## src/sv/qdec_pkg.sv

```systemverilog
// Shared constants, types and helpers for the quadrature decoder with speed output.
package qdec_pkg;

	localparam int CountWidth = 32;
	localparam int PprWidth   = 16;
	localparam int TimeWidth  = 32;
	localparam int SpeedWidth = 40;
	localparam int ScaleWidth = 35;
	localparam int DenWidth   = PprWidth + TimeWidth;
	localparam int NumWidth   = CountWidth + ScaleWidth;
	localparam int CntWidth   = $clog2(NumWidth + 1);

	localparam logic [PprWidth-1:0]   PprReset   = PprWidth'(1024);
	localparam logic [ScaleWidth-1:0] SpeedScale = 35'd23040000000;

	localparam logic signed [1:0] StepTable [16] = '{
		2'sd0, -2'sd1, 2'sd1, 2'sd0, 2'sd1, 2'sd0, 2'sd0, -2'sd1,
		-2'sd1, 2'sd0, 2'sd0, 2'sd1, 2'sd0, 2'sd1, -2'sd1, 2'sd0
	};

	typedef enum logic [1:0] {
		ST_IDLE,
		ST_MUL,
		ST_DIV,
		ST_DONE
	} qdec_state_t;

	typedef struct packed {
		logic take;
		logic mul_step;
		logic div_step;
		logic finish;
	} qdec_cmd_t;

	typedef struct packed {
		logic slot_free;
		logic needs_div;
	} qdec_status_t;

	function automatic logic [31:0] to_count32(input logic signed [CountWidth-1:0] v);
		return 32'(v);
	endfunction

endpackage

```

## src/sv/qdec_ctrl.sv

```systemverilog
// Controller: item acceptance and sequencing of the multiply and divide passes.
module qdec_ctrl (
	input  logic                  clk,
	input  logic                  arst_n,
	input  logic                  in_valid,
	output logic                  in_ready,
	input  qdec_pkg::qdec_status_t status,
	output qdec_pkg::qdec_cmd_t    cmd
);

	qdec_pkg::qdec_state_t              state_q, state_d;
	logic [qdec_pkg::CntWidth-1:0]      cnt_q, cnt_d;

	always_ff @(posedge clk or negedge arst_n) begin
		if (!arst_n) begin
			state_q <= qdec_pkg::ST_IDLE;
			cnt_q   <= '0;
		end else begin
			state_q <= state_d;
			cnt_q   <= cnt_d;
		end
	end

	always_comb begin
		state_d      = state_q;
		cnt_d        = cnt_q;
		in_ready     = 1'b0;
		cmd          = '0;
		case (state_q)
			qdec_pkg::ST_IDLE: begin
				in_ready = status.slot_free;
				if (in_valid && status.slot_free) begin
					cmd.take = 1'b1;
					if (status.needs_div) begin
						state_d = qdec_pkg::ST_MUL;
						cnt_d   = qdec_pkg::CntWidth'(qdec_pkg::CountWidth - 1);
					end
				end
			end
			qdec_pkg::ST_MUL: begin
				cmd.mul_step = 1'b1;
				if (cnt_q == '0) begin
					state_d = qdec_pkg::ST_DIV;
					cnt_d   = qdec_pkg::CntWidth'(qdec_pkg::NumWidth - 1);
				end else begin
					cnt_d = cnt_q - 1'b1;
				end
			end
			qdec_pkg::ST_DIV: begin
				cmd.div_step = 1'b1;
				if (cnt_q == '0) begin
					state_d = qdec_pkg::ST_DONE;
				end else begin
					cnt_d = cnt_q - 1'b1;
				end
			end
			qdec_pkg::ST_DONE: begin
				if (status.slot_free) begin
					cmd.finish = 1'b1;
					state_d    = qdec_pkg::ST_IDLE;
				end
			end
			default: begin
				state_d = qdec_pkg::ST_IDLE;
			end
		endcase
	end

endmodule

```

## src/sv/qdec_dp.sv

```systemverilog
// Datapath: position counter, query registers, shift-add multiply, restoring divide, output.
module qdec_dp (
	input  logic                               clk,
	input  logic                               arst_n,
	input  logic                               cfg_wen,
	input  logic [qdec_pkg::PprWidth-1:0]      cfg_wdata,
	input  logic                               in_command,
	input  logic                               in_chan_a,
	input  logic                               in_chan_b,
	input  logic [qdec_pkg::TimeWidth-1:0]     in_time_now,
	input  qdec_pkg::qdec_cmd_t                cmd,
	output qdec_pkg::qdec_status_t             status,
	input  logic                               out_ready,
	output logic                               out_valid,
	output logic [31:0]                        out_count_now,
	output logic [qdec_pkg::SpeedWidth-1:0]    out_speed_value,
	output logic                               out_speed_updated,
	output logic                               out_zero_interval,
	output logic                               out_speed_saturated
);

	localparam int CW = qdec_pkg::CountWidth;
	localparam int NW = qdec_pkg::NumWidth;
	localparam int DW = qdec_pkg::DenWidth;
	localparam int SW = qdec_pkg::SpeedWidth;

	logic [qdec_pkg::PprWidth-1:0]  ppr_q;
	logic [1:0]                     prev_pair_q;
	logic [CW-1:0]                  pos_q;
	logic [CW-1:0]                  last_count_q;
	logic [qdec_pkg::TimeWidth-1:0] last_time_q;

	logic [CW-1:0] mag_q;
	logic          neg_q;
	logic [DW-1:0] den_q;
	logic [NW-1:0] prod_q;
	logic [DW-1:0] rem_q;
	logic [31:0]   count_hold_q;

	logic                            out_valid_q;
	logic [31:0]                     out_count_q;
	logic [SW-1:0]                   out_speed_q;
	logic                            out_upd_q;
	logic                            out_zero_q;
	logic                            out_sat_q;

	logic [1:0]                      pair;
	logic signed [1:0]               step;
	logic [CW-1:0]                   pos_next;
	logic [qdec_pkg::TimeWidth-1:0]  dt;
	logic [qdec_pkg::PprWidth-1:0]   ppr_eff;
	logic [CW:0]                     diff;
	logic [CW:0]                     diff_abs;
	logic [NW-1:0]                   prod_add;
	logic [DW:0]                     rem_sh;
	logic                            rem_ge;
	logic [DW:0]                     rem_sub;
	logic                            sat;
	logic [SW-1:0]                   mag_lim;
	logic [SW-1:0]                   speed;

	always_comb begin
		pair = {in_chan_b, in_chan_a};
		step = qdec_pkg::StepTable[{prev_pair_q, pair}];
		pos_next = (pair != prev_pair_q) ? pos_q + {{(CW-2){step[1]}}, step} : pos_q;
		dt = in_time_now - last_time_q;
		ppr_eff = (ppr_q == '0) ? qdec_pkg::PprWidth'(1) : ppr_q;
		diff = {pos_q[CW-1], pos_q} - {last_count_q[CW-1], last_count_q};
		diff_abs = diff[CW] ? (~diff + 1'b1) : diff;
		prod_add = {prod_q[NW-2:0], 1'b0}
			+ (mag_q[CW-1] ? NW'(qdec_pkg::SpeedScale) : '0);
		rem_sh = {rem_q, prod_q[NW-1]};
		rem_ge = rem_sh >= {1'b0, den_q};
		rem_sub = rem_sh - {1'b0, den_q};
		if (neg_q) begin
			sat = (prod_q[NW-1:SW] != '0) || (prod_q[SW-1] && (prod_q[SW-2:0] != '0));
			mag_lim = sat ? {1'b1, {(SW-1){1'b0}}} : prod_q[SW-1:0];
			speed = ~mag_lim + 1'b1;
		end else begin
			sat = prod_q[NW-1:SW-1] != '0;
			mag_lim = sat ? {1'b0, {(SW-1){1'b1}}} : prod_q[SW-1:0];
			speed = mag_lim;
		end
		status.slot_free = !out_valid_q || out_ready;
		status.needs_div = in_command && (dt != '0);
	end

	always_ff @(posedge clk or negedge arst_n) begin
		if (!arst_n) begin
			ppr_q        <= qdec_pkg::PprReset;
			prev_pair_q  <= '0;
			pos_q        <= '0;
			last_count_q <= '0;
			last_time_q  <= '0;
			out_valid_q  <= 1'b0;
		end else begin
			if (cfg_wen) begin
				ppr_q <= cfg_wdata;
			end
			if (cmd.take) begin
				if (!in_command) begin
					pos_q       <= pos_next;
					prev_pair_q <= pair;
				end else begin
					last_count_q <= pos_q;
					last_time_q  <= in_time_now;
				end
			end
			if ((cmd.take && !status.needs_div) || cmd.finish) begin
				out_valid_q <= 1'b1;
			end else if (out_ready) begin
				out_valid_q <= 1'b0;
			end
		end
	end

	always_ff @(posedge clk) begin
		if (cmd.take) begin
			mag_q        <= diff_abs[CW-1:0];
			neg_q        <= diff[CW];
			den_q        <= ppr_eff * dt;
			prod_q       <= '0;
			rem_q        <= '0;
			count_hold_q <= qdec_pkg::to_count32(pos_q);
			if (!status.needs_div) begin
				out_speed_q <= '0;
				out_sat_q   <= 1'b0;
				out_upd_q   <= in_command;
				out_zero_q  <= in_command;
				out_count_q <= in_command ? qdec_pkg::to_count32(pos_q)
					: qdec_pkg::to_count32(pos_next);
			end
		end
		if (cmd.mul_step) begin
			prod_q <= prod_add;
			mag_q  <= {mag_q[CW-2:0], 1'b0};
		end
		if (cmd.div_step) begin
			rem_q  <= rem_ge ? rem_sub[DW-1:0] : rem_sh[DW-1:0];
			prod_q <= {prod_q[NW-2:0], rem_ge};
		end
		if (cmd.finish) begin
			out_speed_q <= speed;
			out_sat_q   <= sat;
			out_upd_q   <= 1'b1;
			out_zero_q  <= 1'b0;
			out_count_q <= count_hold_q;
		end
	end

	assign out_valid           = out_valid_q;
	assign out_count_now       = out_count_q;
	assign out_speed_value     = out_speed_q;
	assign out_speed_updated   = out_upd_q;
	assign out_zero_interval   = out_zero_q;
	assign out_speed_saturated = out_sat_q;

endmodule

```

## src/sv/quadrature_decoder_with_speed.sv

```systemverilog
// Top level: four-times quadrature decoder with a speed query.
//
//   channel   direction  tdata (low bit up)                          tuser
//   s_axis    in         chan_a, chan_b, time_now[31:0], pad         command
//   m_axis    out        count_now[31:0], speed_value[39:0],         speed_updated
//                        zero_interval, speed_saturated, pad
//   cfg       in         pulses_per_rev[15:0] on cfg_wdata when cfg_wen
//
// A pin sample or a query with zero elapsed time skips the multiply and divide
// passes; back-to-back items flow at one per cycle while the output register drains.
// A query with nonzero elapsed time runs a one-bit-a-cycle shift-add multiply, then a
// one-bit-a-cycle restoring divide in the shared datapath. Reset clears position and
// query state and loads pulses_per_rev with 1024. A stalled output holds the next item off.
module quadrature_decoder_with_speed (
	input  logic        clk,
	input  logic        arst_n,
	input  logic        cfg_wen,
	input  logic [15:0] cfg_wdata,
	input  logic        s_axis_tvalid,
	output logic        s_axis_tready,
	input  logic [39:0] s_axis_tdata,  // chan_a, chan_b, time_now[31:0], zero pad
	input  logic [0:0]  s_axis_tuser,  // command
	output logic        m_axis_tvalid,
	input  logic        m_axis_tready,
	output logic [79:0] m_axis_tdata,  // count_now, speed_value, zero_interval,
	                                   // speed_saturated, zero pad
	output logic [0:0]  m_axis_tuser   // speed_updated
);

	qdec_pkg::qdec_cmd_t    cmd;
	qdec_pkg::qdec_status_t status;

	logic [31:0] count_now;
	logic [39:0] speed_value;
	logic        speed_updated;
	logic        zero_interval;
	logic        speed_saturated;

	qdec_ctrl u_ctrl (
		.clk      (clk),
		.arst_n   (arst_n),
		.in_valid (s_axis_tvalid),
		.in_ready (s_axis_tready),
		.status   (status),
		.cmd      (cmd)
	);

	qdec_dp u_dp (
		.clk                 (clk),
		.arst_n              (arst_n),
		.cfg_wen             (cfg_wen),
		.cfg_wdata           (cfg_wdata),
		.in_command          (s_axis_tuser[0]),
		.in_chan_a           (s_axis_tdata[0]),
		.in_chan_b           (s_axis_tdata[1]),
		.in_time_now         (s_axis_tdata[33:2]),
		.cmd                 (cmd),
		.status              (status),
		.out_ready           (m_axis_tready),
		.out_valid           (m_axis_tvalid),
		.out_count_now       (count_now),
		.out_speed_value     (speed_value),
		.out_speed_updated   (speed_updated),
		.out_zero_interval   (zero_interval),
		.out_speed_saturated (speed_saturated)
	);

	assign m_axis_tdata = {6'b0, speed_saturated, zero_interval, speed_value, count_now};
	assign m_axis_tuser = speed_updated;

endmodule

```

## config.mk

```make
export PLATFORM = sky130hd
export DESIGN_NAME = quadrature_decoder_with_speed
export DESIGN_NICKNAME = d
export VERILOG_FILES = /design/src/sv/qdec_pkg.sv /design/src/sv/qdec_ctrl.sv /design/src/sv/qdec_dp.sv /design/src/sv/quadrature_decoder_with_speed.sv
export SDC_FILE = /design/constraint.sdc
export NUM_CORES = 2
export LEC_CHECK = 0
export BUFFER_PORTS_ARGS = -buffer_cell sky130_fd_sc_hd__buf_4
export CAP_MARGIN = 20
export CELL_PAD_IN_SITES_DETAIL_PLACEMENT = 0
export CELL_PAD_IN_SITES_GLOBAL_PLACEMENT = 2
export CORE_MARGIN = 2
export CORE_UTILIZATION = 37
export CTS_CLUSTER_DIAMETER = 120
export DETAILED_ROUTE_END_ITERATION = 8
export PLACE_DENSITY = 0.81
export SLEW_MARGIN = 40
export SYNTH_ARGS = -nofsm -noshare
export SYNTH_HDL_FRONTEND = slang
export SYNTH_SLANG_ARGS = --single-unit
export TNS_END_PERCENT = 5
```

## constraint.sdc

```tcl
create_clock -name clk -period 8.7 [get_ports clk]
set_input_delay 2.61 -clock clk [delete_from_list [all_inputs] [get_ports clk]]
set_output_delay 2.61 -clock clk [all_outputs]
set_load 0.03 [all_outputs]
```

==> results.cfg <==
[yosys]
synth_area_leaders = edfxtp_1 20%, fa_1 19%, ha_1 8.1%
synth_edf_count = 300
synth_top_area_share_pct = 20.40
avgSynthCellArea_um2 = 9.075
ys_seq_elements = 427
postSynthCellCount = 4865
synth.largest_area_cell = edfxtp_1
synthesis.area_um2 = 44150
synth_ff_type = edfxtp_1
ys_seq_area_share_pct = 27.57
yosys_warnings = 0
ys_types = 93
synth-async-reset-ratio_pct = 29.04

[worst_setup_path]
worstSetupPathType = in -> reg
worstSetupEndpointType = flop
r2r_start = u_dp.last_time_q[0]$_DFFE_PN0P_
crit_buf_inv = 8
cp_slowest_cell = fa_1
critPathLaunch = s_axis_tdata[2]
start_kind = input pin
r2r_setup_slack_ns = 0.44
cp_max_fo = 5
cp_data_arrival_time_ns = 10.33
critPathTopFamily = adder cells
max_stage_delay_ns = 0.56
timing.rr.end = u_dp.den_q[46]$_DFFE_PP_
reg2reg_depth = 32
worstPathRequired_ns = 9.08
worst_path_most_repeated_cell = fa_1

[route]
viasPerCell = 5.182
avgRoutedWirePerCell_um = 17.48
totalWireLength_um = 119200
dr.pass1.iters = 5
vias = 35344
postRouteAntennaNets = 0
drc_errors = 0
drt-initial-drc-count = 1994

[layout]
area_growth_pct = 19.01
drive_gt1_share_pct = 17.64
instances_no_fill = 6821
num-fill-cells = 11699
nets = 6008

[global_routing]
antenna_found_initial = 0
grt_max_degree = 84
grt_pass1_vias = 36860
grt_overflow = 0
track_usage_pct = 19.96
grt_pass1_wl_um = 197900

[outcome]
status = finished, violations left
violations = negative setup slack

[min_path]
hold_class = reg -> reg
holdPathStages = 0
min_to = u_dp.count_hold_q[0]$_DFFE_PP_
hold_path_startpoint = u_dp.pos_q[0]$_DFFE_PN0P_

[cts]
clock_path_buffers = 3
hold_buffers = 0
htreeDepth = 2
numClockSinks = 427
clk_pin_slew_ns = 0.06
cts_made_buffers = 54
cts-root-buf = clkbuf_16
clock_latency_ns = 0.68
cts_tree = done

[sta]
finClkSkew_ns = 0.05605
setup_viol = 33
rsz0062_at_grt = yes
period_needed_ns = 9.949
worst_pin_slew_ns = 0.8767
maxSlewViolCount = 0
post-route-period-util_pct = 114.4
slew_headroom_pct = 41.55
hold_viol = 0
fmax_mhz = 100.5
setup_slack_ns = -1.249

[floorplan]
fp.dieArea_um2 = 122100
start_util_pct = 37.34
rows = 126
die_w_um = 349.4
die_h_um = 349.4
ioPinCount = 145
core_um2 = 118200

[place]
place_hpwl_um = 90960
io_buffers = 132
place_inst = 6683
gp_congestion = 0.8534

[job]
drv_cap = 0
## sequential cells by signal, summed over array words and instances, names as in the netlist
name                      count
u_dp.prev_pair_q              2
u_dp.den_q                   48
u_ctrl.state_q                2
u_dp.out_zero_interval        1
u_dp.pos_q                   32
u_dp.prod_q                  67
u_dp.out_valid                1
u_dp.count_hold_q            32
u_dp.rem_q                   48
u_dp.neg_q                    1
u_dp.out_speed_saturated      1
u_dp.mag_q                   32
u_dp.out_count_now           32
u_ctrl.cnt_q                  7
u_dp.last_count_q            32
u_dp.last_time_q             32
u_dp.out_speed_updated        1
u_dp.out_speed_value         40
u_dp.ppr_q                   16
## cells by family after synthesis
logic type | after synthesis | synth area share [%]
simple gates | 1626 | 17.54
compound gates | 916 | 13.27
buf+inv | 872 | 7.564
fa+ha+maj | 707 | 27.21
flops | 427 | 27.57
xor+xnor | 217 | 4.305
mux | 99 | 2.525
other cells | 1 | 0.008494
## cells in the final DEF, fill, tap and decap left out, drive strengths merged, types with 123 or more instances in the layout
cell type | netlist | routed
and2 | 191 | 191
ha | 285 | 285
nor2 | 233 | 233
a21oi | 248 | 248
xnor2 | 122 | 125
edfxtp | 300 | 300
buf | 25 | 545
nand2 | 706 | 706
inv | 637 | 639
dfrtp | 123 | 123
fa | 422 | 422
o21ai | 230 | 230
## synthesized netlist by cell type, types with 8 or more instances
| cell type | number |
|---|---|
| buf_2 | 11 |
| o22ai_1 | 8 |
| mux2i_1 | 9 |
| edfxtp_1 | 300 |
| a211oi_1 | 51 |
| a21o_1 | 111 |
| o21ai_0 | 222 |
| or3_1 | 39 |
| and2_1 | 190 |
| a211o_1 | 9 |
| nor3_1 | 62 |
| o21a_1 | 19 |
| inv_1 | 636 |
| nor4_1 | 27 |
| nand3_1 | 111 |
| nor2_1 | 233 |
| o31ai_1 | 28 |
| nand2b_1 | 31 |
| a31o_2 | 8 |
| and4_1 | 15 |
| dfrtp_1 | 123 |
| nand4_1 | 47 |
| buf_4 | 8 |
| a221oi_1 | 10 |
| mux2_2 | 88 |
| nor2b_1 | 47 |
| o21ai_1 | 8 |
| nor3b_1 | 13 |
| o41ai_1 | 8 |
| o21bai_1 | 24 |
| xnor2_1 | 122 |
| fa_1 | 422 |
| or2_2 | 12 |
| xor2_1 | 95 |
| and3_1 | 58 |
| a31oi_1 | 44 |
| a21oi_1 | 246 |
| o211ai_1 | 21 |
| ha_1 | 285 |
| clkbuf_1 | 210 |
| a22o_1 | 10 |
| nand2_1 | 706 |
## repair_timing
item                                    in CTS  in global routing
setup buffers                               26                  4
cloned                                       5                  0
endpoints found under the setup margin      35                 36
pin swaps                                  120                 22
endpoints found under the hold margin        0                  0
gates resized for setup                    133                 41
## routing by layer
metal / vias to the layer above / GRT usage (%) / wire, µm
li1: 17110 / - / -
met1: 17450 / 26.80 / 54670
met2: 622 / 34.03 / 57170
met3: 162 / 2.360 / 4350
met4: 0 / 5.375 / 3024
met5: - / 0 / 0
## worst max-delay path by stage
stage                     slack, ns  cells after the start                       end
after floorplan               -1.43                     33  u_dp.den_q[47]$_DFFE_PP_
after global placement        -2.12                     33  u_dp.den_q[47]$_DFFE_PP_
after detailed placement      -2.16                     33  u_dp.den_q[47]$_DFFE_PP_
after CTS                     -1.13                     34  u_dp.den_q[47]$_DFFE_PP_
after global routing          -1.45                     35  u_dp.den_q[46]$_DFFE_PP_
final                         -1.25                     34  u_dp.den_q[46]$_DFFE_PP_
## metrics by stage
step | hold slack, ns | setup WS, ns | TNS [ns] | cell area [µm²] | utilization, %
CTS | 0.4838 | -1.130 | -20.61 | 52270 | 44.21
global route | 0.5118 | -1.453 | -30.58 | 52540 | 44.44
finish | 0.4878 | -1.249 | -22.29 | 52540 | 44.44
detailed placement | 0.4819 | -2.160 | -56.22 | 49460 | 41.83
global placement | 0.4656 | -2.118 | -54.75 | 49430 | 41.81
floorplan | 0.4531 | -1.432 | -28.34 | 44550 | -
## layout make-up
class                      count  area [µm²]  share of cell area, %
antenna                        1       2.502               0.004762
timing repair buffer         545        4332                  8.244
inverter                     637        2396                  4.560
multi-input combinational   3574       29790                  56.69
clock inverter                36       500.5                 0.9525
clock buffer                  65        1423                  2.707
tap                         1536        1922                  3.658
sequential                   427       12180                  23.18
Power is left out: the tool's default activity adds up to more than one toggle a clock period on the data nets, which glitch-free logic cannot reach.
